===== src/rtl/ueru_pkg.sv =====
// package for the ultrasonic echo ranger
// types, register indexes and constants shared by all rtl files; no dependencies
package ueru_pkg;

  // configuration port
  localparam int unsigned CfgIdxW  = 3;
  localparam int unsigned CfgDataW = 16;

  localparam logic [CfgIdxW-1:0] IDX_PRE_DELAY = 3'd0;
  localparam logic [CfgIdxW-1:0] IDX_TRIGGER   = 3'd1;
  localparam logic [CfgIdxW-1:0] IDX_PRESCALE  = 3'd2;
  localparam logic [CfgIdxW-1:0] IDX_TIMEOUT   = 3'd3;

  // register reset values
  localparam logic [15:0] PRE_DELAY_RST = 16'd160;
  localparam logic [15:0] TRIGGER_RST   = 16'd160;
  localparam logic [10:0] PRESCALE_RST  = 11'd256;
  localparam logic [14:0] TIMEOUT_RST   = 15'd1500;

  // prescale clamp bounds
  localparam logic [10:0] PRESCALE_MIN = 11'd1;
  localparam logic [10:0] PRESCALE_MAX = 11'd1024;

  // 343/125 = 2 + 93/125: integer step and fractional step per count
  localparam logic [6:0] DIST_DIV   = 7'd125;
  localparam logic [6:0] DIST_FRAC  = 7'd93;
  localparam int unsigned DistW     = 17;
  localparam logic [15:0] DIST_SAT  = 16'hFFFF;

  typedef enum logic [2:0] {
    PH_IDLE = 3'd0,
    PH_PRE  = 3'd1,
    PH_TRIG = 3'd2,
    PH_WAIT = 3'd3,
    PH_MEAS = 3'd4
  } phase_e;

  // effective configuration
  typedef struct packed {
    logic [15:0] pre_delay_ticks;
    logic [15:0] trigger_ticks;
    logic [10:0] prescale_ticks;  // already clamped to 1..1024
    logic [14:0] timeout_limit;
  } cfg_t;

  typedef struct packed {
    logic command;
    logic echo_level;
  } in_t;

  typedef struct packed {
    logic        trigger_level;
    logic        busy_res;
    logic        result_valid;
    logic [15:0] distance_mm;
    logic        timed_out;
  } out_t;

  // distance accumulator control
  typedef struct packed {
    logic clear;
    logic incr;
  } dist_ctl_t;

endpackage


===== src/rtl/ueru_cfg.sv =====
// configuration registers of the echo ranger, with prescale clamping
// depends on ueru_pkg
module ueru_cfg import ueru_pkg::*; (
  input  logic                clk_i,
  input  logic                rst_ni,
  input  logic                cfg_we_i,
  input  logic [CfgIdxW-1:0]  cfg_idx_i,
  input  logic [CfgDataW-1:0] cfg_data_i,
  output cfg_t                cfg_o
);

  logic [15:0] pre_q;
  logic [15:0] trig_q;
  logic [10:0] ps_q;
  logic [14:0] tmo_q;

  // register writes, unknown index ignored
  always_ff @(posedge clk_i or negedge rst_ni) begin
    if (!rst_ni) begin
      pre_q  <= PRE_DELAY_RST;
      trig_q <= TRIGGER_RST;
      ps_q   <= PRESCALE_RST;
      tmo_q  <= TIMEOUT_RST;
    end else if (cfg_we_i) begin
      unique case (cfg_idx_i)
        IDX_PRE_DELAY: pre_q  <= cfg_data_i;
        IDX_TRIGGER:   trig_q <= cfg_data_i;
        IDX_PRESCALE:  ps_q   <= cfg_data_i[10:0];
        IDX_TIMEOUT:   tmo_q  <= cfg_data_i[14:0];
        default: ;
      endcase
    end
  end

  // clamp prescale into 1..1024
  always_comb begin
    cfg_o.pre_delay_ticks = pre_q;
    cfg_o.trigger_ticks   = trig_q;
    cfg_o.timeout_limit   = tmo_q;
    priority if (ps_q == '0) begin
      cfg_o.prescale_ticks = PRESCALE_MIN;
    end else if (ps_q > PRESCALE_MAX) begin
      cfg_o.prescale_ticks = PRESCALE_MAX;
    end else begin
      cfg_o.prescale_ticks = ps_q;
    end
  end

endmodule


===== src/rtl/ueru_dist.sv =====
// running distance in mm kept alongside the echo count
// adds 2 + 93/125 per count, so no multiply or divide is needed; depends on ueru_pkg
module ueru_dist import ueru_pkg::*; (
  input  logic        clk_i,
  input  logic        rst_ni,
  input  dist_ctl_t   ctl_i,
  output logic [15:0] dist_o
);

  logic [DistW-1:0] dist_q, dist_d;
  logic [6:0]       rem_q, rem_d;
  logic [7:0]       rem_sum;

  // fractional step with carry into the integer part
  always_comb begin
    rem_sum = {1'b0, rem_q} + {1'b0, DIST_FRAC};
    dist_d  = dist_q;
    rem_d   = rem_q;
    if (ctl_i.clear) begin
      dist_d = '0;
      rem_d  = '0;
    end else if (ctl_i.incr) begin
      if (rem_sum >= {1'b0, DIST_DIV}) begin
        rem_d  = 7'(rem_sum - {1'b0, DIST_DIV});
        dist_d = dist_q + DistW'(3);
      end else begin
        rem_d  = rem_sum[6:0];
        dist_d = dist_q + DistW'(2);
      end
    end
  end

  always_ff @(posedge clk_i or negedge rst_ni) begin
    if (!rst_ni) begin
      dist_q <= '0;
      rem_q  <= '0;
    end else begin
      dist_q <= dist_d;
      rem_q  <= rem_d;
    end
  end

  // saturate to 16 bits
  assign dist_o = (dist_q[DistW-1]) ? DIST_SAT : dist_q[15:0];

endmodule


===== src/rtl/ueru_core.sv =====
// measurement sequencer: phase machine, delay, prescale and echo counters
// depends on ueru_pkg and ueru_dist
module ueru_core import ueru_pkg::*; (
  input  logic clk_i,
  input  logic rst_ni,
  input  logic step_i,
  input  in_t  in_i,
  input  cfg_t cfg_i,
  output out_t res_o
);

  phase_e      phase_q, phase_d;
  logic [15:0] dly_q, dly_d;
  logic [9:0]  ps_q, ps_d;
  logic [14:0] cnt_q, cnt_d;
  logic [15:0] dly_inc;
  logic [10:0] ps_nx;
  logic        done, tmo;
  dist_ctl_t   dctl;
  logic [15:0] dist_mm;

  // state registers, advance once per tick
  always_ff @(posedge clk_i or negedge rst_ni) begin
    if (!rst_ni) begin
      phase_q <= PH_IDLE;
      dly_q   <= '0;
      ps_q    <= '0;
      cnt_q   <= '0;
    end else if (step_i) begin
      phase_q <= phase_d;
      dly_q   <= dly_d;
      ps_q    <= ps_d;
      cnt_q   <= cnt_d;
    end
  end

  // next state and result of this tick
  always_comb begin
    phase_d    = phase_q;
    dly_d      = dly_q;
    ps_d       = ps_q;
    cnt_d      = cnt_q;
    done       = 1'b0;
    tmo        = 1'b0;
    dctl.clear = 1'b0;
    dctl.incr  = 1'b0;
    dly_inc    = dly_q + 16'd1;
    ps_nx      = {1'b0, ps_q} + 11'd1;
    unique case (phase_q)
      PH_IDLE: begin
        if (in_i.command) begin
          dly_d   = '0;
          phase_d = (cfg_i.pre_delay_ticks == '0) ? PH_TRIG : PH_PRE;
        end
      end
      PH_PRE: begin
        if (dly_inc >= cfg_i.pre_delay_ticks) begin
          dly_d   = '0;
          phase_d = PH_TRIG;
        end else begin
          dly_d = dly_inc;
        end
      end
      PH_TRIG: begin
        if (dly_inc >= cfg_i.trigger_ticks) begin
          dly_d   = '0;
          phase_d = PH_WAIT;
        end else begin
          dly_d = dly_inc;
        end
      end
      PH_WAIT: begin
        // no timeout while waiting for echo to rise
        if (in_i.echo_level) begin
          cnt_d      = '0;
          ps_d       = '0;
          dctl.clear = 1'b1;
          phase_d    = PH_MEAS;
        end
      end
      PH_MEAS: begin
        // echo falling wins over the limit
        if (!in_i.echo_level) begin
          done    = 1'b1;
          phase_d = PH_IDLE;
        end else if (cnt_q >= cfg_i.timeout_limit) begin
          done    = 1'b1;
          tmo     = 1'b1;
          phase_d = PH_IDLE;
        end else if (ps_nx >= cfg_i.prescale_ticks) begin
          ps_d      = '0;
          cnt_d     = cnt_q + 15'd1;
          dctl.incr = 1'b1;
        end else begin
          ps_d = ps_nx[9:0];
        end
      end
      default: phase_d = PH_IDLE;
    endcase
  end

  ueru_dist u_dist (
    .clk_i  (clk_i),
    .rst_ni (rst_ni),
    .ctl_i  ('{clear: dctl.clear & step_i, incr: dctl.incr & step_i}),
    .dist_o (dist_mm)
  );

  // outputs reflect the state after this tick
  always_comb begin
    res_o.trigger_level = (phase_d == PH_TRIG);
    res_o.busy_res      = (phase_d != PH_IDLE);
    res_o.result_valid  = done;
    res_o.distance_mm   = done ? dist_mm : 16'd0;
    res_o.timed_out     = tmo;
  end

endmodule


===== src/rtl/ultrasonic_echo_ranger_unit.sv =====
// ultrasonic echo ranger, top level: input register, sequencer, result register
// path: a request accepted into the input register steps the sequencer, and the result register captures its result
// throughput: one request per cycle; the whole pipeline stalls only while
//   the result register is full and not taken
// reset: asynchronous active low; config registers return to defaults, valid flags clear, phase idle
// depends on ueru_pkg, ueru_cfg, ueru_core, ueru_dist
module ultrasonic_echo_ranger_unit import ueru_pkg::*; (
  input  logic                clk_i,
  input  logic                rst_ni,
  input  logic                in_valid_i,
  output logic                in_ready_o,
  input  in_t                 in_data_i,
  output logic                out_valid_o,
  input  logic                out_ready_i,
  output out_t                out_data_o,
  input  logic                cfg_we_i,
  input  logic [CfgIdxW-1:0]  cfg_idx_i,
  input  logic [CfgDataW-1:0] cfg_data_i
);

  logic  adv;
  logic  s1_valid_q;
  in_t   s1_q;
  logic  out_valid_q;
  out_t  out_q;
  out_t  res;
  cfg_t  cfg;

  // pipeline moves when the result register is free or being taken
  assign adv        = !out_valid_q || out_ready_i;
  assign in_ready_o = adv;

  ueru_cfg u_cfg (
    .clk_i      (clk_i),
    .rst_ni     (rst_ni),
    .cfg_we_i   (cfg_we_i),
    .cfg_idx_i  (cfg_idx_i),
    .cfg_data_i (cfg_data_i),
    .cfg_o      (cfg)
  );

  // input register
  always_ff @(posedge clk_i or negedge rst_ni) begin
    if (!rst_ni) begin
      s1_valid_q <= 1'b0;
    end else if (adv) begin
      s1_valid_q <= in_valid_i;
    end
  end

  always_ff @(posedge clk_i) begin
    if (adv && in_valid_i) begin
      s1_q <= in_data_i;
    end
  end

  ueru_core u_core (
    .clk_i  (clk_i),
    .rst_ni (rst_ni),
    .step_i (adv && s1_valid_q),
    .in_i   (s1_q),
    .cfg_i  (cfg),
    .res_o  (res)
  );

  // result register
  always_ff @(posedge clk_i or negedge rst_ni) begin
    if (!rst_ni) begin
      out_valid_q <= 1'b0;
    end else if (adv) begin
      out_valid_q <= s1_valid_q;
    end
  end

  always_ff @(posedge clk_i) begin
    if (adv && s1_valid_q) begin
      out_q <= res;
    end
  end

  assign out_valid_o = out_valid_q;
  assign out_data_o  = out_q;

  // a finished measurement leaves the block idle
  a_done_idle: assert property (@(posedge clk_i) disable iff (!rst_ni)
    out_valid_q && out_q.result_valid |-> !out_q.busy_res && !out_q.trigger_level)
    else $error("result reported while still busy");

  // timed-out flag only comes with a result
  a_tmo_valid: assert property (@(posedge clk_i) disable iff (!rst_ni)
    out_valid_q && out_q.timed_out |-> out_q.result_valid)
    else $error("timed_out without result_valid");

  // trigger only driven during a measurement
  a_trig_busy: assert property (@(posedge clk_i) disable iff (!rst_ni)
    out_valid_q && out_q.trigger_level |-> out_q.busy_res)
    else $error("trigger high while idle");

  // input stalls only behind a held result
  a_stall_cause: assert property (@(posedge clk_i) disable iff (!rst_ni)
    !in_ready_o |-> out_valid_q && !out_ready_i)
    else $error("input stalled with free result register");

endmodule


===== config.mk =====
export PLATFORM = sky130hd
export DESIGN_NAME = ultrasonic_echo_ranger_unit
export DESIGN_NICKNAME = d
export VERILOG_FILES = /design/src/rtl/ueru_pkg.sv /design/src/rtl/ueru_cfg.sv /design/src/rtl/ueru_dist.sv /design/src/rtl/ueru_core.sv /design/src/rtl/ultrasonic_echo_ranger_unit.sv
export SDC_FILE = /design/constraint.sdc
export NUM_CORES = 1
export LEC_CHECK = 0
export ABC_AREA = 1
export BUFFER_PORTS_ARGS = -buffer_cell sky130_fd_sc_hd__buf_2
export CORE_UTILIZATION = 56
export CTS_CLUSTER_DIAMETER = 40
export CTS_CLUSTER_SIZE = 16
export DETAILED_ROUTE_END_ITERATION = 12
export GPL_ROUTABILITY_DRIVEN = 0
export PLACE_DENSITY_LB_ADDON = 0.1
export SLEW_MARGIN = 30
export SYNTH_ARGS = -nofsm -noshare
export SYNTH_HDL_FRONTEND = slang
export SYNTH_SLANG_ARGS = --single-unit
export TNS_END_PERCENT = 5

===== constraint.sdc =====
create_clock -name clk_i -period 2.9 [get_ports clk_i]
set_clock_uncertainty 0.05 [all_clocks]
set_input_delay 0.29 -clock clk_i [delete_from_list [all_inputs] [get_ports clk_i]]
set_output_delay 0.29 -clock clk_i [all_outputs]
set_load 0.02 [all_outputs]

; Yosys cells after proc, flatten, opt, wreduce, memory -nomap -nowiden
; Index checks and enable logic that the tools add are counted.
[totals]
regBits = 150
latch_bits = 0
mem_bits_rw = 0
mem_bits_ro = 0
input_bits = 26
out_inout_bits = 22
mem_count = 0
[op_classes]
addsub = 7
n_mul = 0
n_div = 0
magnitude_cmp = 6
n_eq_ne = 13
shifts = 0
mux = 40
bitwise = 2
reduce_logical = 20
[ops]
columns = op, n
row1 = $mux W16, 4
row2 = $mux W15, 4
row3 = $mux W17, 3
row4 = $pmux W16 S3, 1
row5 = $mux W10, 4
row6 = $add A17 B2 Y17 const B, 2
row7 = $ge A16 B16 Y1, 2
row8 = $pmux W15 S2, 1
row9 = $mux W11, 2
row10 = $mux W7, 3
row11 = $pmux W10 S2, 1
row12 = $mux W3, 6
row13 = $add A16 B1 Y16 const B, 1
row14 = $logic_not A16 Y1, 1
row15 = $add A15 B1 Y15 const B, 1
row16 = $eq A3 B2 Y1 const B, 5
row17 = $ge A15 B15 Y1, 1
row18 = $pmux W3 S5, 1
row19 = $add A10 B1 Y11 const B, 1
row20 = $ge A11 B11 Y1, 1
row21 = $gt A11 B11 Y1 const B, 1
row22 = $logic_not A11 Y1, 1
row23 = $reduce_and A2 Y1, 5
row24 = $mux W1, 9
row25 = other kinds (18), 27

; Logic depth before layout (Yosys ltp)
; Gate-level depths: netlist of run 1.
[logic_depth]
ltp_word = 11
depth_mapped = 19
ltp_nobuf = 19

; Cells and area by module
; A second synthesis of run 1 with hierarchy kept.
[unflattened]
hier_cells = 1359
area_unflattened_um2 = 9963.3
[modules_own_cells]
columns = mod, instances, cells_each, area_each_um2, seq_area_each_um2
row1 = ueru_core, 1, 738, 4697.0, 1101.1
row2 = ueru_cfg, 1, 247, 2289.7, 1466.4
row3 = ueru_dist, 1, 340, 2207.1, 600.6
row4 = ultrasonic_echo_ranger_unit, 1, 34, 769.5, 710.7

; Least setup slack after synthesis of run 1
; No wires, ideal clock.
[synth_path]
path_kind = reg-to-reg
startpoint = register u_core.dly_q[0]
endpoint = register u_core.dly_q[10]
arrival_ns = 2.549
path_slack_ns = 0.235
stages_incl_launch_ff = 20
n_path_buf = 1
path_cell_list = dfrtp_1 -> ha_1 -> nand2_1 -> nor2_1 -> nand2_1 -> nor2_1 -> nand2_1 -> xor2_1 -> inv_1 -> ha_1 -> nand2_1 -> inv_1 -> o21ai_1 -> nand2_1 -> nor2_1 -> nand3_1 -> o21ai_2 -> buf_2 -> nand2_1 -> nand2_1
[synth_via]
elab_chain_cells = 4
elab_cells_between_ends = 6
classes_between = add/sub: 1 / order compare: 2 / mux: 3
[synth_lines]
columns = item, line_no
row1 = "start, declared", ueru_core.sv:13  ; logic [15:0] dly_q, dly_d;
row2 = "start signal, assigned", ueru_core.sv:31  ; dly_q <= dly_d;
row3 = $add A16 B1 Y16 (*), ueru_core.sv:47  ; dly_inc = dly_q + 16'd1;
row4 = "$ge A16 B16 Y1, on equally long branches", "ueru_core.sv:65, ueru_core.sv:57"
row5 = "$mux W16, on equally long branches", "ueru_core.sv:65, ueru_core.sv:57"
row6 = $pmux W16 S3 (*), ueru_core.sv:49  ; unique case (phase_q)
; Every way passes the cells marked *; elsewhere a longest branch is shown, timed or not.
; A chain may end at the register's enable or synchronous reset.

; Worst setup path in the final report of run 1
[layout_path]
startpoint = register u_core.ps_q[1]
endpoint = register u_core.cnt_q[2]
[layout_via]
elab_chain_cells = 4
[layout_lines]
columns = item, line_no
row1 = "start, declared", ueru_core.sv:14  ; logic [9:0] ps_q, ps_d;
row2 = "start signal, assigned", ueru_core.sv:32  ; ps_q <= ps_d;
row3 = $add A10 B1 Y11, ueru_core.sv:48  ; ps_nx = {1'b0, ps_q} + 11'd1;
row4 = $ge A11 B11 Y1, ueru_core.sv:90  ; end else if (ps_nx >= cfg_i.prescale_ticks) begin
row5 = $ne A2 B1 Y1 (no line), -
row6 = $reduce_and A6 Y1 (no line), -
row7 = "end signal, assigned", ueru_core.sv:33  ; cnt_q <= cnt_d;
row8 = "end, declared", ueru_core.sv:15  ; logic [14:0] cnt_q, cnt_d;
; No other way between the ends.

==> reports/results.ini, run 1 <==
[status]
outcome = completed

[routing]
drt_first_pass_iters = 5
routed_wl_um = 23720
drt_iter0_markers = 601
via_count = 8546
remaining_drc_errors = 0
drt.antenna.violating_nets = 0
drt-wirelength-per-cell_um = 14.68
route.detailed.vias_per_inst = 5.292

[floorplan]
floorplan.initialDensity = 0.5767
core_region_area_um2 = 16640
row_count = 47
die_h_um = 132.9
die-area_um2 = 17670
die_x_um = 132.9
io_pins = 48

[worst_setup_path]
timing.reg2reg.worst_path_depth = 18
worst_setup_path_end_kind = register
worstSetupStartpointType = register
worst-endpoint-arrival_ns = 3.18
crit_path_start = u_core.ps_q[1]$_DFFE_PN0P_
worstReg2RegStart = u_core.ps_q[1]$_DFFE_PN0P_
critPathMaxFanout = 5
timing_worst_setup_path_type = register to register
required_time_reported_for_the_critical_path_endpoint_ns = 3.20

[timing]
finalMaxSlewViolations = 0
finalSetupViolations = 0
timing.setup.tns_ns = 0
final_period_minus_worst_setup_slack_ns = 2.883
grt_setup_unrepaired = true
period_share = 0.9940
final-hold-violation-count = 0
tightest_slew_ns = 0.7428
clock.fmax_ghz = 0.3469
slew-limit-headroom = 0.5034
setup_ws_ns = 0.01749

[cts]
cts.reportedPaths.clkPinSlew_ns = 0.06
tritoncts.num_buffers = 17
root_buffer = sky130_fd_sc_hd__clkbuf_16
htree_num_levels = 4
cts_tree = yes
clock_insertion_delay_worst_skew_ns = 0.43
clock_tree_buffer_depth = 2
cts.sinks = 150

[cells_and_area]
layout.area.seq_um2 = 3880
layout.filler_cells = 1373
final_layout_net_count = 1474
most-common-layout-cells = sky130_fd_sc_hd__nand2_1 (417), sky130_fd_sc_hd__inv_1 (170), sky130_fd_sc_hd__dfrtp_1 (115)
insertedDiodeCount = 0
multi_input_comb_area_um2 = 5152
final_common_cell = sky130_fd_sc_hd__nand2_1
final_cell_count_no_fill = 1615
layout-drive-gt1-share = 0.1584
syn2layout_area_growth_pct = 18.13

[global_route]
pin_count_of_the_biggest_net_entering_global_routing = 129
grt_use_total = 0.2666
grt_antenna_before_repair = 0
via_count_of_the_first_global_routing_pass = 7668
gr-total-overflow = 0
grt_pass1_wl_um = 37310

[place]
placed_instances = 1562
io_buffers = 47
pre_cts_slack_ns = -0.03143
dp_hpwl_um = 15840

[power]
reported_leakage_power_uw = 0.005794
power.density_nw_per_um2 = 630.2
power.ir.vdd_worst_v = 0.0005317

[worst_hold_path]
worst_hold_startpoint = in_data_i[1]
path_category_of_the_worst_min_delay_check = input port to register
hold-path-cell-count = 1

[synthesis]
synthesis.yosys.warnings = 0
synthDominantAreaCellType = sky130_fd_sc_hd__dfrtp_1
postSynthNetCount = 1391
post_synthesis_register_bit_count = 150
yosysTopAreaCellShare = 0.3024
synth-seq-area-share = 0.4041
number_of_synthesized_flops_with_an_enable_pin = 22
yosysUniqueCellTypes = 44
mappedNetlistArea_um2 = 9598
post_synth_inst_count = 1299
ys.flop_type = sky130_fd_sc_hd__dfrtp_1
synth.avg_cell_area_um2 = 7.389
synthTopCellsByArea = sky130_fd_sc_hd__dfrtp_1 (30%), sky130_fd_sc_hd__nand2_1 (17%), sky130_fd_sc_hd__ha_1 (8.6%), sky130_fd_sc_hd__inv_1 (6.9%), sky130_fd_sc_hd__edfxtp_1 (6.9%)
ys_async_sr_fraction = 0.8533

[job]
max_cap_violations = 0

==> worst max-delay path: stages (launching register included) <==
cell,delay [ns]
sky130_fd_sc_hd__dfrtp_1,0.38
sky130_fd_sc_hd__ha_2,0.20
sky130_fd_sc_hd__nand3_2,0.10
sky130_fd_sc_hd__nor3_2,0.24
sky130_fd_sc_hd__nand2_1,0.12
sky130_fd_sc_hd__and3b_2,0.27
sky130_fd_sc_hd__ha_4,0.21
sky130_fd_sc_hd__nand2_2,0.06
sky130_fd_sc_hd__nand2_1,0.06
sky130_fd_sc_hd__a21oi_2,0.10
sky130_fd_sc_hd__nand2_1,0.08
sky130_fd_sc_hd__nor2_2,0.15
sky130_fd_sc_hd__nand3_2,0.14
sky130_fd_sc_hd__nand2_2,0.13
sky130_fd_sc_hd__clkinv_4,0.10
sky130_fd_sc_hd__nand2_8,0.14
sky130_fd_sc_hd__clkbuf_16,0.16
sky130_fd_sc_hd__nand2_1,0.05
sky130_fd_sc_hd__nand2_1,0.08
==> cells in the mapped netlist, types with 12 or more instances <==
cell	n
sky130_fd_sc_hd__o21ai_0	73
sky130_fd_sc_hd__nor3_1	17
sky130_fd_sc_hd__nand3_1	79
sky130_fd_sc_hd__ha_1	66
sky130_fd_sc_hd__a21oi_1	35
sky130_fd_sc_hd__edfxtp_1	22
sky130_fd_sc_hd__dfrtp_1	116
sky130_fd_sc_hd__xor2_1	50
sky130_fd_sc_hd__clkbuf_1	13
sky130_fd_sc_hd__nand4_1	15
sky130_fd_sc_hd__nand2_1	430
sky130_fd_sc_hd__dfstp_2	12
sky130_fd_sc_hd__inv_1	177
sky130_fd_sc_hd__nor2_1	114
==> layer usage <==
| layer | share of wire | routed length [µm] | track usage |
|---|---|---|---|
| met4 | 0.017 | 403 | 0.08046 |
| met2 | 0.47 | 11080 | 0.4162 |
| met3 | 0.054 | 1277 | 0.04521 |
| met1 | 0.46 | 10960 | 0.3792 |
| met5 | 0 | 0 | 0 |
==> power by group <==
group          internal [µW]  leakage [µW]  switching [µW]
combinational            802       0.00362            1480
clock                   1370      0.000285             863
sequential              2420       0.00189             210
total                   4590       0.00579            2550
==> state kept, by name (all words and copies together) (netlist names) <==
name                  flops
u_core.u_dist.dist_q     17
s1_q                      2
u_cfg.trig_q             16
u_core.phase_q            3
u_cfg.tmo_q              15
u_core.u_dist.rem_q       7
u_core.cnt_q             15
out_data_o               20
out_valid_o               1
u_cfg.pre_q              16
u_cfg.ps_q               11
u_core.ps_q              10
s1_valid_q                1
u_core.dly_q             16
==> layout make-up <==
class	instances	share of cell area
Inverter	184	0.06213
Multi-Input combinational cell	935	0.4544
Clock buffer	23	0.04039
Sequential cell	150	0.3422
Timing Repair inverter	1	0.0004414
Timing Repair Buffer	93	0.06500
Clock inverter	9	0.01115
Tap cell	220	0.02428
==> what timing repair did <==
action | CTS | global route
pin swaps | 0 | 31
gates resized for setup | 3 | 75
gates cloned | 0 | 8
setup endpoints to repair | 5 | 69
buffers inserted | 0 | 12
hold buffers | 1 | 0
hold endpoints to repair | 95 | 0
==> logic make-up after synthesis <==
kind of cell               count (synthesis)  share of synthesized area
and+or+nand+nor                          686                     0.2989
AOI/OAI and AO/OA                        128                    0.07105
xor gates and xnor gates                  54                    0.04928
adders and majority gates                 66                    0.08604
DFF                                      150                     0.4041
buffers and inverters                    215                    0.09060
==> path summary, 6_finish.rpt <==
path / endpoint / slack (ns)
max: u_core.cnt_q[2]$_DFFE_PN0P_ / 0.02
min: s1_q[1]$_DFFE_PP_ / 0.02
max reg2reg: u_core.cnt_q[2]$_DFFE_PN0P_ / 0.02
min reg2reg: u_cfg.tmo_q[14]$_DFFE_PN0P_ / 0.43
max in group asynchronous: u_core.u_dist.dist_q[7]$_DFFE_PN0P_ / 1.79
min in group asynchronous: u_core.ps_q[5]$_DFFE_PN0P_ / 0.44
==> through the flow <==
step | utilization | cell area [µm²] | total power, µW | hold slack [ns]
3_5_place_dp | 0.6129 | 10200 | 4703 | 0.4170
6_report | 0.6813 | 11340 | 7146 | 0.02402
3_3_place_gp | 0.6129 | 10200 | 4665 | 0.4137
5_1_grt | 0.6813 | 11340 | 7583 | 0.01402
4_1_cts | 0.6493 | 10810 | 6970 | 0.01520
2_1_floorplan | - | 9598 | 4163 | -0.05559
Power figures use the tool's default switching activity.
==> run 2: changes to the inputs <==
--- a/config.mk
+++ b/config.mk
@@ -13,6 +13,7 @@
 export DETAILED_ROUTE_END_ITERATION = 12
 export GPL_ROUTABILITY_DRIVEN = 0
 export PLACE_DENSITY_LB_ADDON = 0.1
+export SETUP_SLACK_MARGIN = 0.5
 export SLEW_MARGIN = 30
 export SYNTH_ARGS = -nofsm -noshare
 export SYNTH_HDL_FRONTEND = slang
==> run 2 against run 1 <==
Compared with the run above:
- the run now ends with setup timing left
- via count increased by 2.8%
- sequential power about the same
- first-iteration DRC count increased by 39%
- final cell count increased by 1.5%
- count of clock-buffer cells in the layout decreased by 3
- hold slack got worse by 0.0027 ns
- critical path type unchanged
==> reports/results.ini, run 2 (synthesized netlist as in run 1, its figures left out) <==
[timing]
clock.fmax_ghz = 0.3391  ; was 0.3469 GHz
final_period_minus_worst_setup_slack_ns = 2.949  ; was 2.883 ns
timing.setup.tns_ns = -0.5153  ; was 0 ns
setup_ws_ns = -0.04868  ; was 0.01749 ns
tightest_slew_ns = 0.6589  ; was 0.7428 ns
finalSetupViolations = 16  ; was 0
grt_setup_unrepaired = true  ; unchanged
finalMaxSlewViolations = 0  ; unchanged
period_share = 1.017  ; was 0.9940
final-hold-violation-count = 0  ; unchanged
slew-limit-headroom = 0.5607  ; was 0.5034

[global_route]
gr-total-overflow = 0  ; unchanged
via_count_of_the_first_global_routing_pass = 8187  ; was 7668
pin_count_of_the_biggest_net_entering_global_routing = 54  ; was 129
grt_pass1_wl_um = 39760  ; was 37310 µm
grt_antenna_before_repair = 0  ; unchanged
grt_use_total = 0.2855  ; was 0.2666

[worst_setup_path]
timing_worst_setup_path_type = register to register  ; unchanged
worst-endpoint-arrival_ns = 3.27  ; was 3.18 ns
rrSetupSlack_ns = -0.05  ; was 0.02 ns
required_time_reported_for_the_critical_path_endpoint_ns = 3.22  ; was 3.20 ns
cp_cell_sequence = inv_1 -> nor3_1 -> nand4_1 -> nor2_2 -> xor2_1 -> inv_1 -> ha_1 -> nand2_1 -> nand2_1 -> nand3_1 -> nand2_1 -> a21oi_2 -> nand4_1 -> o21ai_4 -> clkbuf_16 -> nand2_1 -> nand2_1  ; was ha_2 -> nand3_2 -> nor3_2 -> nand2_1 -> and3b_2 -> ha_4 -> nand2_2 -> nand2_1 -> a21oi_2 -> nand2_1 -> nor2_2 -> nand3_2 -> nand2_2 -> clkinv_4 -> nand2_8 -> clkbuf_16 -> nand2_1 -> nand2_1
critPathMaxFanout = 8  ; was 5
worst_setup_path_end_kind = register  ; unchanged
critical_path.most_common_cell = sky130_fd_sc_hd__nand2_1  ; unchanged
worst-path-buf-inv = 3  ; was 2
critical_path.slowest_cell = sky130_fd_sc_hd__dfrtp_1  ; unchanged
critical-path-top-delay-family = simple AND/OR/NAND/NOR gates  ; unchanged
worstSetupStartpointType = register  ; unchanged
slowest_delay_ns = 0.42  ; was 0.38 ns

[cells_and_area]
layout-drive-gt1-share = 0.2467  ; was 0.1584
most-common-layout-cells = sky130_fd_sc_hd__nand2_1 (355), sky130_fd_sc_hd__inv_1 (160), sky130_fd_sc_hd__dfrtp_1 (113)  ; was sky130_fd_sc_hd__nand2_1 (417), sky130_fd_sc_hd__inv_1 (170), sky130_fd_sc_hd__dfrtp_1 (115)
final_core_util = 0.7261  ; was 0.6813
largest_register_ffs = 20  ; unchanged
final_layout_net_count = 1498  ; was 1474
syn2layout_area_growth_pct = 25.90  ; was 18.13%
insertedDiodeCount = 0  ; unchanged
layout.filler_cells = 1256  ; was 1373
final_common_cell = sky130_fd_sc_hd__nand2_1  ; unchanged

[floorplan]
die-area_um2 = 17670  ; unchanged
die_x_um = 132.9  ; unchanged
io_pins = 48  ; unchanged
die_h_um = 132.9  ; unchanged
floorplan.initialDensity = 0.5767  ; unchanged
core_region_area_um2 = 16640  ; unchanged
row_count = 47  ; unchanged

[power]
reported_leakage_power_uw = 0.006014  ; was 0.005794 µW
switching_share = 0.3789  ; was 0.3572
clkPwrFrac = 0.286  ; was 0.313
p_comb_frac = 0.352  ; was 0.319
sequentialPowerShare = 0.362  ; was 0.368
power.ir.vdd_worst_v = 0.0004377  ; was 0.0005317 V
internal_power_uw = 4513  ; was 4594 µW
power.density_nw_per_um2 = 601.4  ; was 630.2 nW/µm²
power.switching_uw = 2754  ; was 2552 µW

[cts]
cts.sinks = 150  ; unchanged
cts_tree = yes  ; unchanged
htree_num_levels = 4  ; unchanged
tritoncts.num_buffers = 17  ; unchanged
cts.reportedPaths.clkPinSlew_ns = 0.06  ; about the same
clock_tree_buffer_depth = 2  ; unchanged
clock_insertion_delay_worst_skew_ns = 0.44  ; was 0.43 ns
root_buffer = sky130_fd_sc_hd__clkbuf_16  ; unchanged

[routing]
drt.antenna.violating_nets = 0  ; unchanged
routed_wl_um = 25610  ; was 23720 µm
via_count = 8788  ; was 8546
drt_iter0_markers = 833  ; was 601
remaining_drc_errors = 0  ; unchanged
route.detailed.vias_per_inst = 5.362  ; was 5.292
drt-wirelength-per-cell_um = 15.62  ; was 14.68 µm
drt_first_pass_iters = 5  ; unchanged

[worst_hold_path]
path_category_of_the_worst_min_delay_check = input port to register  ; unchanged

[status]
outcome = finished, violations left  ; was completed
violated_checks = setup timing

[place]
io_buffers = 47  ; unchanged
dp_hpwl_um = 16340  ; was 15840 µm

[job]
max_cap_violations = 0  ; unchanged

run 2: cell count changes in the layout (fill, tap and decap cells not counted), sizes merged:
cell and change:
buf +21, bufinv -2, clkbuf -2, dlygate4sd3 +1, inv +5, nand2 +1
run 2: per-stage QoR:
stage | hold WS [ns] | setup slack, ns | area (µm²) | std cells | total power (µW)
finish | 0.02127 | -0.04868 | 12080 | 1639 | 7267
global route | 0.02000 | -0.1589 | 12080 | 1639 | 7702
CTS | 0.005763 | 0.1594 | 11170 | 1617 | 6881
detailed placement | 0.2270 | -0.04413 | 10200 | 1562 | 4642
global placement | 0.2259 | 0.009177 | 10200 | 1562 | 4604
floorplan | -0.05559 | 0.3404 | 9617 | 1299 | 4181
run 2: worst reg2reg max path, stage by stage, from the launching register on:
cell,delay (ns)
sky130_fd_sc_hd__dfrtp_1,0.42
sky130_fd_sc_hd__inv_1,0.10
sky130_fd_sc_hd__nor3_1,0.19
sky130_fd_sc_hd__nand4_1,0.14
sky130_fd_sc_hd__nor2_2,0.12
sky130_fd_sc_hd__xor2_1,0.20
sky130_fd_sc_hd__inv_1,0.11
sky130_fd_sc_hd__ha_1,0.34
sky130_fd_sc_hd__nand2_1,0.10
sky130_fd_sc_hd__nand2_1,0.07
sky130_fd_sc_hd__nand3_1,0.06
sky130_fd_sc_hd__nand2_1,0.06
sky130_fd_sc_hd__a21oi_2,0.16
sky130_fd_sc_hd__nand4_1,0.26
sky130_fd_sc_hd__o21ai_4,0.18
sky130_fd_sc_hd__clkbuf_16,0.20
sky130_fd_sc_hd__nand2_1,0.05
sky130_fd_sc_hd__nand2_1,0.05
run 2: per-layer routing:
layer | vias up | part of all wire | routed length (µm) | GRT usage
li1 | 4319 | - | - | -
met1 | 4123 | 0.45 | 11520 | 0.3910
met2 | 293 | 0.47 | 11990 | 0.4407
met3 | 53 | 0.055 | 1397 | 0.05441
met4 | 0 | 0.027 | 702 | 0.1258
met5 | - | 0 | 0 | 0
run 2: path summary, 6_finish.rpt:
check	to	cells after the start	startpoint
max reg2reg	u_core.dly_q[10]$_DFFE_PN0P_	17	u_core.dly_q[7]$_DFFE_PN0P_
max in group asynchronous	u_cfg.tmo_q[4]$_DFFE_PN1P_	3	rst_ni
max	u_core.dly_q[10]$_DFFE_PN0P_	17	u_core.dly_q[7]$_DFFE_PN0P_
min reg2reg	u_cfg.pre_q[11]$_DFFE_PN0P_	2	u_cfg.pre_q[11]$_DFFE_PN0P_
min	s1_q[1]$_DFFE_PP_	1	in_data_i[1]
min in group asynchronous	u_core.ps_q[8]$_DFFE_PN0P_	2	rst_ni
run 2: layout make-up:
| type | count | area (µm²) | share of cell area |
|---|---|---|---|
| multi-input combinational | 936 | 5705 | 0.4721 |
| timing repair buffer | 116 | 957.2 | 0.07921 |
| sequential | 150 | 3882 | 0.3213 |
| clock buffer | 20 | 436.7 | 0.03614 |
| tap | 220 | 275.3 | 0.02278 |
| inverter | 184 | 713.2 | 0.05902 |
| clock inverter | 12 | 105.1 | 0.008697 |
| timing repair inverter | 1 | 8.758 | 0.0007248 |
run 2: what timing repair did:
action,CTS,global route
hold buffers,2,0
pin swaps,25,93
gates cloned,1,9
setup endpoints to repair,70,87
endpoints found under the hold margin,49,0
resized for setup,52,176
setup buffers,20,13
run 2: power by group through the flow:
stage,logic [µW],clock network (µW),registers (µW)
after global placement,1960,0,2640
after CTS,2160,2110,2610
final,2560,2070,2630
after floorplan,1540,0,2640
after global routing,2840,2190,2670
after detailed placement,2000,0,2640
==> run 3: changes to the inputs <==
--- a/config.mk
+++ b/config.mk
@@ -5,8 +5,8 @@
 export SDC_FILE = /design/constraint.sdc
 export NUM_CORES = 1
 export LEC_CHECK = 0
-export ABC_AREA = 1
-export BUFFER_PORTS_ARGS = -buffer_cell sky130_fd_sc_hd__buf_2
+export ABC_AREA = 0
+export BUFFER_PORTS_ARGS = -buffer_cell sky130_fd_sc_hd__buf_4
 export CORE_UTILIZATION = 56
 export CTS_CLUSTER_DIAMETER = 40
 export CTS_CLUSTER_SIZE = 16
==> run 3 against run 2 <==
Compared with the run above:
- the run still ends with setup timing left
- critical path depth fell by 3
- worst setup slack got worse by 0.64 ns
- sequential power rose by 2%
==> reports/results.ini, run 3 <==
[routing]
via_count = 7722  ; was 8788
drt-wirelength-per-cell_um = 18.68  ; was 15.62 µm
drt.antenna.violating_nets = 0  ; unchanged
routed_wl_um = 23830  ; was 25610 µm
route.detailed.vias_per_inst = 6.052  ; was 5.362
drt_iter0_markers = 596  ; was 833
drt_first_pass_iters = 5  ; unchanged
remaining_drc_errors = 0  ; unchanged

[cells_and_area]
insertedDiodeCount = 0  ; unchanged
final_layout_net_count = 1144  ; was 1498
syn2layout_area_growth_pct = 27.65  ; was 25.90%
layout-drive-gt1-share = 0.2911  ; was 0.2467
final_cell_count_no_fill = 1276  ; was 1639
largest_register_ffs = 20  ; unchanged
most-common-layout-cells = sky130_fd_sc_hd__buf_4 (153), sky130_fd_sc_hd__dfrtp_1 (114), sky130_fd_sc_hd__nand2_1 (96)  ; was sky130_fd_sc_hd__nand2_1 (355), sky130_fd_sc_hd__inv_1 (160), sky130_fd_sc_hd__dfrtp_1 (113)
final_core_util = 0.7359  ; was 0.7261
final_common_cell = sky130_fd_sc_hd__buf_4  ; was sky130_fd_sc_hd__nand2_1

[worst_setup_path]
cp_cell_sequence = and3_4 -> and3_4 -> and3_4 -> nand3_4 -> xnor2_4 -> ha_4 -> a21o_1 -> a21o_1 -> a2111oi_4 -> o21ai_1 -> o31a_1 -> buf_4 -> or4b_1 -> o211ai_1  ; was inv_1 -> nor3_1 -> nand4_1 -> nor2_2 -> xor2_1 -> inv_1 -> ha_1 -> nand2_1 -> nand2_1 -> nand3_1 -> nand2_1 -> a21oi_2 -> nand4_1 -> o21ai_4 -> clkbuf_16 -> nand2_1 -> nand2_1
worst-endpoint-arrival_ns = 3.88  ; was 3.27 ns
worst_setup_path_end_kind = register  ; unchanged
worst-path-buf-inv = 1  ; was 3
critPathMaxFanout = 3  ; was 8
critical_path.slowest_cell = sky130_fd_sc_hd__or4b_1  ; was sky130_fd_sc_hd__dfrtp_1
crit_path_start = u_core.dly_q[1]$_DFFE_PN0P_  ; was u_core.dly_q[7]$_DFFE_PN0P_
worstSetupStartpointType = register  ; unchanged
critical-path-top-delay-family = compound AO/OA/AOI/OAI gates  ; was simple AND/OR/NAND/NOR gates
timing_worst_setup_path_type = register to register  ; unchanged
slowest_delay_ns = 0.45  ; was 0.42 ns
critical_path.most_common_cell = sky130_fd_sc_hd__and3_4  ; was sky130_fd_sc_hd__nand2_1
worstReg2RegStart = u_core.dly_q[1]$_DFFE_PN0P_  ; was u_core.dly_q[7]$_DFFE_PN0P_
required_time_reported_for_the_critical_path_endpoint_ns = 3.19  ; was 3.22 ns

[synthesis]
ys_async_sr_fraction = 0.8533  ; unchanged
synthDominantAreaCellType = sky130_fd_sc_hd__dfrtp_1  ; unchanged
mappedNetlistArea_um2 = 8830  ; was 9598 µm²
synthTopCellsByArea = sky130_fd_sc_hd__dfrtp_1 (33%), sky130_fd_sc_hd__ha_1 (9.4%), sky130_fd_sc_hd__edfxtp_1 (7.5%), sky130_fd_sc_hd__nand2_1 (4.3%), sky130_fd_sc_hd__o21ai_0 (3.8%)  ; was sky130_fd_sc_hd__dfrtp_1 (30%), sky130_fd_sc_hd__nand2_1 (17%), sky130_fd_sc_hd__ha_1 (8.6%), sky130_fd_sc_hd__inv_1 (6.9%), sky130_fd_sc_hd__edfxtp_1 (6.9%)
synth.avg_cell_area_um2 = 9.682  ; was 7.389 µm²
synth-seq-area-share = 0.4393  ; was 0.4041
yosysUniqueCellTypes = 66  ; was 44
post_synth_inst_count = 912  ; was 1299
synthMostInstantiatedCell = sky130_fd_sc_hd__dfrtp_1  ; was sky130_fd_sc_hd__nand2_1
postSynthNetCount = 1004  ; was 1391
ys.flop_type = sky130_fd_sc_hd__dfrtp_1  ; unchanged
synthesis.yosys.warnings = 0  ; unchanged
post_synth_most_frequent_cells = sky130_fd_sc_hd__dfrtp_1 (116), sky130_fd_sc_hd__nand2_1 (100), sky130_fd_sc_hd__o21ai_0 (67)  ; was sky130_fd_sc_hd__nand2_1 (430), sky130_fd_sc_hd__inv_1 (177), sky130_fd_sc_hd__dfrtp_1 (116)
post_synthesis_register_bit_count = 150  ; unchanged
yosysTopAreaCellShare = 0.3288  ; was 0.3024
number_of_synthesized_flops_with_an_enable_pin = 22  ; unchanged

[global_route]
via_count_of_the_first_global_routing_pass = 7626  ; was 8187
grt_antenna_before_repair = 0  ; unchanged
pin_count_of_the_biggest_net_entering_global_routing = 53  ; was 54
grt_use_total = 0.3001  ; was 0.2855
gr-total-overflow = 0  ; unchanged
grt_pass1_wl_um = 38190  ; was 39760 µm

[timing]
final_period_minus_worst_setup_slack_ns = 3.586  ; was 2.949 ns
period_share = 1.237  ; was 1.017
grt_setup_unrepaired = true  ; unchanged
finalSetupViolations = 31  ; was 16
whs_ns = 0.03005  ; was 0.02127 ns
setup_ws_ns = -0.6862  ; was -0.04868 ns
tightest_slew_ns = 0.8874  ; was 0.6589 ns
clock.fmax_ghz = 0.2788  ; was 0.3391 GHz
timing.setup.tns_ns = -10.54  ; was -0.5153 ns
finalMaxSlewViolations = 0  ; unchanged
slew-limit-headroom = 0.4053  ; was 0.5607
final-hold-violation-count = 0  ; unchanged

[power]
reported_leakage_power_uw = 0.005189  ; was 0.006014 µW
power.ir.vdd_worst_v = 0.0003964  ; was 0.0004377 V
power.density_nw_per_um2 = 612.4  ; was 601.4 nW/µm²

[cts]
tritoncts.num_buffers = 17  ; unchanged
cts.sinks = 150  ; unchanged
cts.reportedPaths.clkPinSlew_ns = 0.06  ; about the same
root_buffer = sky130_fd_sc_hd__clkbuf_16  ; unchanged
clock_insertion_delay_worst_skew_ns = 0.43  ; was 0.44 ns
htree_num_levels = 4  ; unchanged
clock_tree_buffer_depth = 2  ; unchanged
cts_tree = yes  ; unchanged

[floorplan]
die-area_um2 = 16270  ; was 17670 µm²
floorplan.initialDensity = 0.5766  ; was 0.5767
core_region_area_um2 = 15310  ; was 16640 µm²
row_count = 45  ; was 47
die_h_um = 127.6  ; was 132.9 µm
io_pins = 48  ; unchanged
die_x_um = 127.6  ; was 132.9 µm

[worst_hold_path]
worst_hold_startpoint = cfg_data_i[15]  ; was in_data_i[1]
path_category_of_the_worst_min_delay_check = input port to register  ; unchanged

[place]
placed_instances = 1234  ; was 1562
io_buffers = 47  ; unchanged
dp_hpwl_um = 16520  ; was 16340 µm

[status]
violated_checks = setup timing  ; unchanged
outcome = finished, violations left  ; unchanged

[job]
max_cap_violations = 0  ; unchanged

## run 3: cell count changes after synthesis, moves of 14 or more
cell                       previous run  this run
sky130_fd_sc_hd__a22o_1               0        14
sky130_fd_sc_hd__clkbuf_1            13        35
sky130_fd_sc_hd__o21a_1               0        18
sky130_fd_sc_hd__nand2b_1             0        24
sky130_fd_sc_hd__nand3_1             79        41
sky130_fd_sc_hd__mux2_2               0        29
sky130_fd_sc_hd__inv_1              177        57
sky130_fd_sc_hd__nand2_1            430       100
sky130_fd_sc_hd__xor2_1              50        11
sky130_fd_sc_hd__and3_1               0        17
sky130_fd_sc_hd__nor2_1             114        42
sky130_fd_sc_hd__mux2i_1              0        15
## run 3: stage by stage
step / setup WS, ns / power (µW) / area (µm²)
after floorplan: -0.3376 / 3653 / 8896
after global placement: -0.6642 / 4287 / 10200
after detailed placement: -0.8666 / 4376 / 10200
after CTS: -0.5507 / 6771 / 11070
after global routing: -0.7532 / 7211 / 11270
final: -0.6862 / 6902 / 11270
## run 3: timing repair
| item | 4_1_cts | 5_1_grt |
|---|---|---|
| resized for setup | 44 | 52 |
| hold buffers | 3 | 0 |
| cloned | 0 | 0 |
| buffers inserted | 3 | 4 |
| endpoints found under the hold margin | 52 | 0 |
| endpoints found under the setup margin | 86 | 85 |
| pin swaps | 16 | 39 |
## run 3: cell type report
| cell class | count | area (µm²) |
|---|---|---|
| tap | 211 | 264.0 |
| multi-input combinational | 660 | 4972 |
| inverter | 57 | 214.0 |
| timing repair buffer | 166 | 1326 |
| sequential | 150 | 3881 |
| fill | 1042 | 4044 |
| clock buffer | 21 | 440.4 |
| clock inverter | 11 | 172.7 |
## run 3: logic make-up after synthesis
family | synth area share
AND/OR/NAND/NOR | 0.1872
multiplexers | 0.05399
adder cells (fa/ha/maj) | 0.09352
XOR/XNOR | 0.02281
flip-flops | 0.4393
buffers and inverters | 0.04634
AO/OA/AOI/OAI | 0.1569
## run 3: layer usage
layer | track usage | wire [µm] | up-vias
met5 | 0 | 0 | -
met4 | 0.1190 | 774 | 0
met3 | 0.05528 | 1139 | 63
met2 | 0.5249 | 12210 | 258
met1 | 0.3676 | 9706 | 3813
li1 | - | - | 3588
## run 3: final timing paths
path / endpoint / slack [ns] / cells past startpoint
max in group asynchronous: u_core.ps_q[6]$_DFFE_PN0P_ / 1.47 / 3
worst min-delay path: u_cfg.trig_q[15]$_DFFE_PN0P_ / 0.03 / 3
worst max register to register: u_core.dly_q[6]$_DFFE_PN0P_ / -0.69 / 14
worst min register to register: out_valid_o$_DFFE_PN0N_ / 0.45 / 1
worst max-delay path: u_core.dly_q[6]$_DFFE_PN0P_ / -0.69 / 14
min in group asynchronous: u_core.u_dist.dist_q[16]$_DFFE_PN0P_ / 0.41 / 2
## run 3: worst reg2reg max path, cell delays in order, from the launching register on
cell and delay [ns]:
sky130_fd_sc_hd__dfrtp_1 0.41, sky130_fd_sc_hd__and3_4 0.21, sky130_fd_sc_hd__and3_4 0.19, sky130_fd_sc_hd__and3_4 0.21
sky130_fd_sc_hd__nand3_4 0.11, sky130_fd_sc_hd__xnor2_4 0.28, sky130_fd_sc_hd__ha_4 0.26, sky130_fd_sc_hd__a21o_1 0.21
sky130_fd_sc_hd__a21o_1 0.21, sky130_fd_sc_hd__a2111oi_4 0.32, sky130_fd_sc_hd__o21ai_1 0.17, sky130_fd_sc_hd__o31a_1 0.17
sky130_fd_sc_hd__buf_4 0.15, sky130_fd_sc_hd__or4b_1 0.46, sky130_fd_sc_hd__o211ai_1 0.10
## run 3: where the power goes
part	switching, µW	total (µW)	internal, µW	leakage (µW)
clock	877	2320	1440	0.000296
combinational	1070	1910	843	0.00304
sequential	223	2670	2440	0.00186
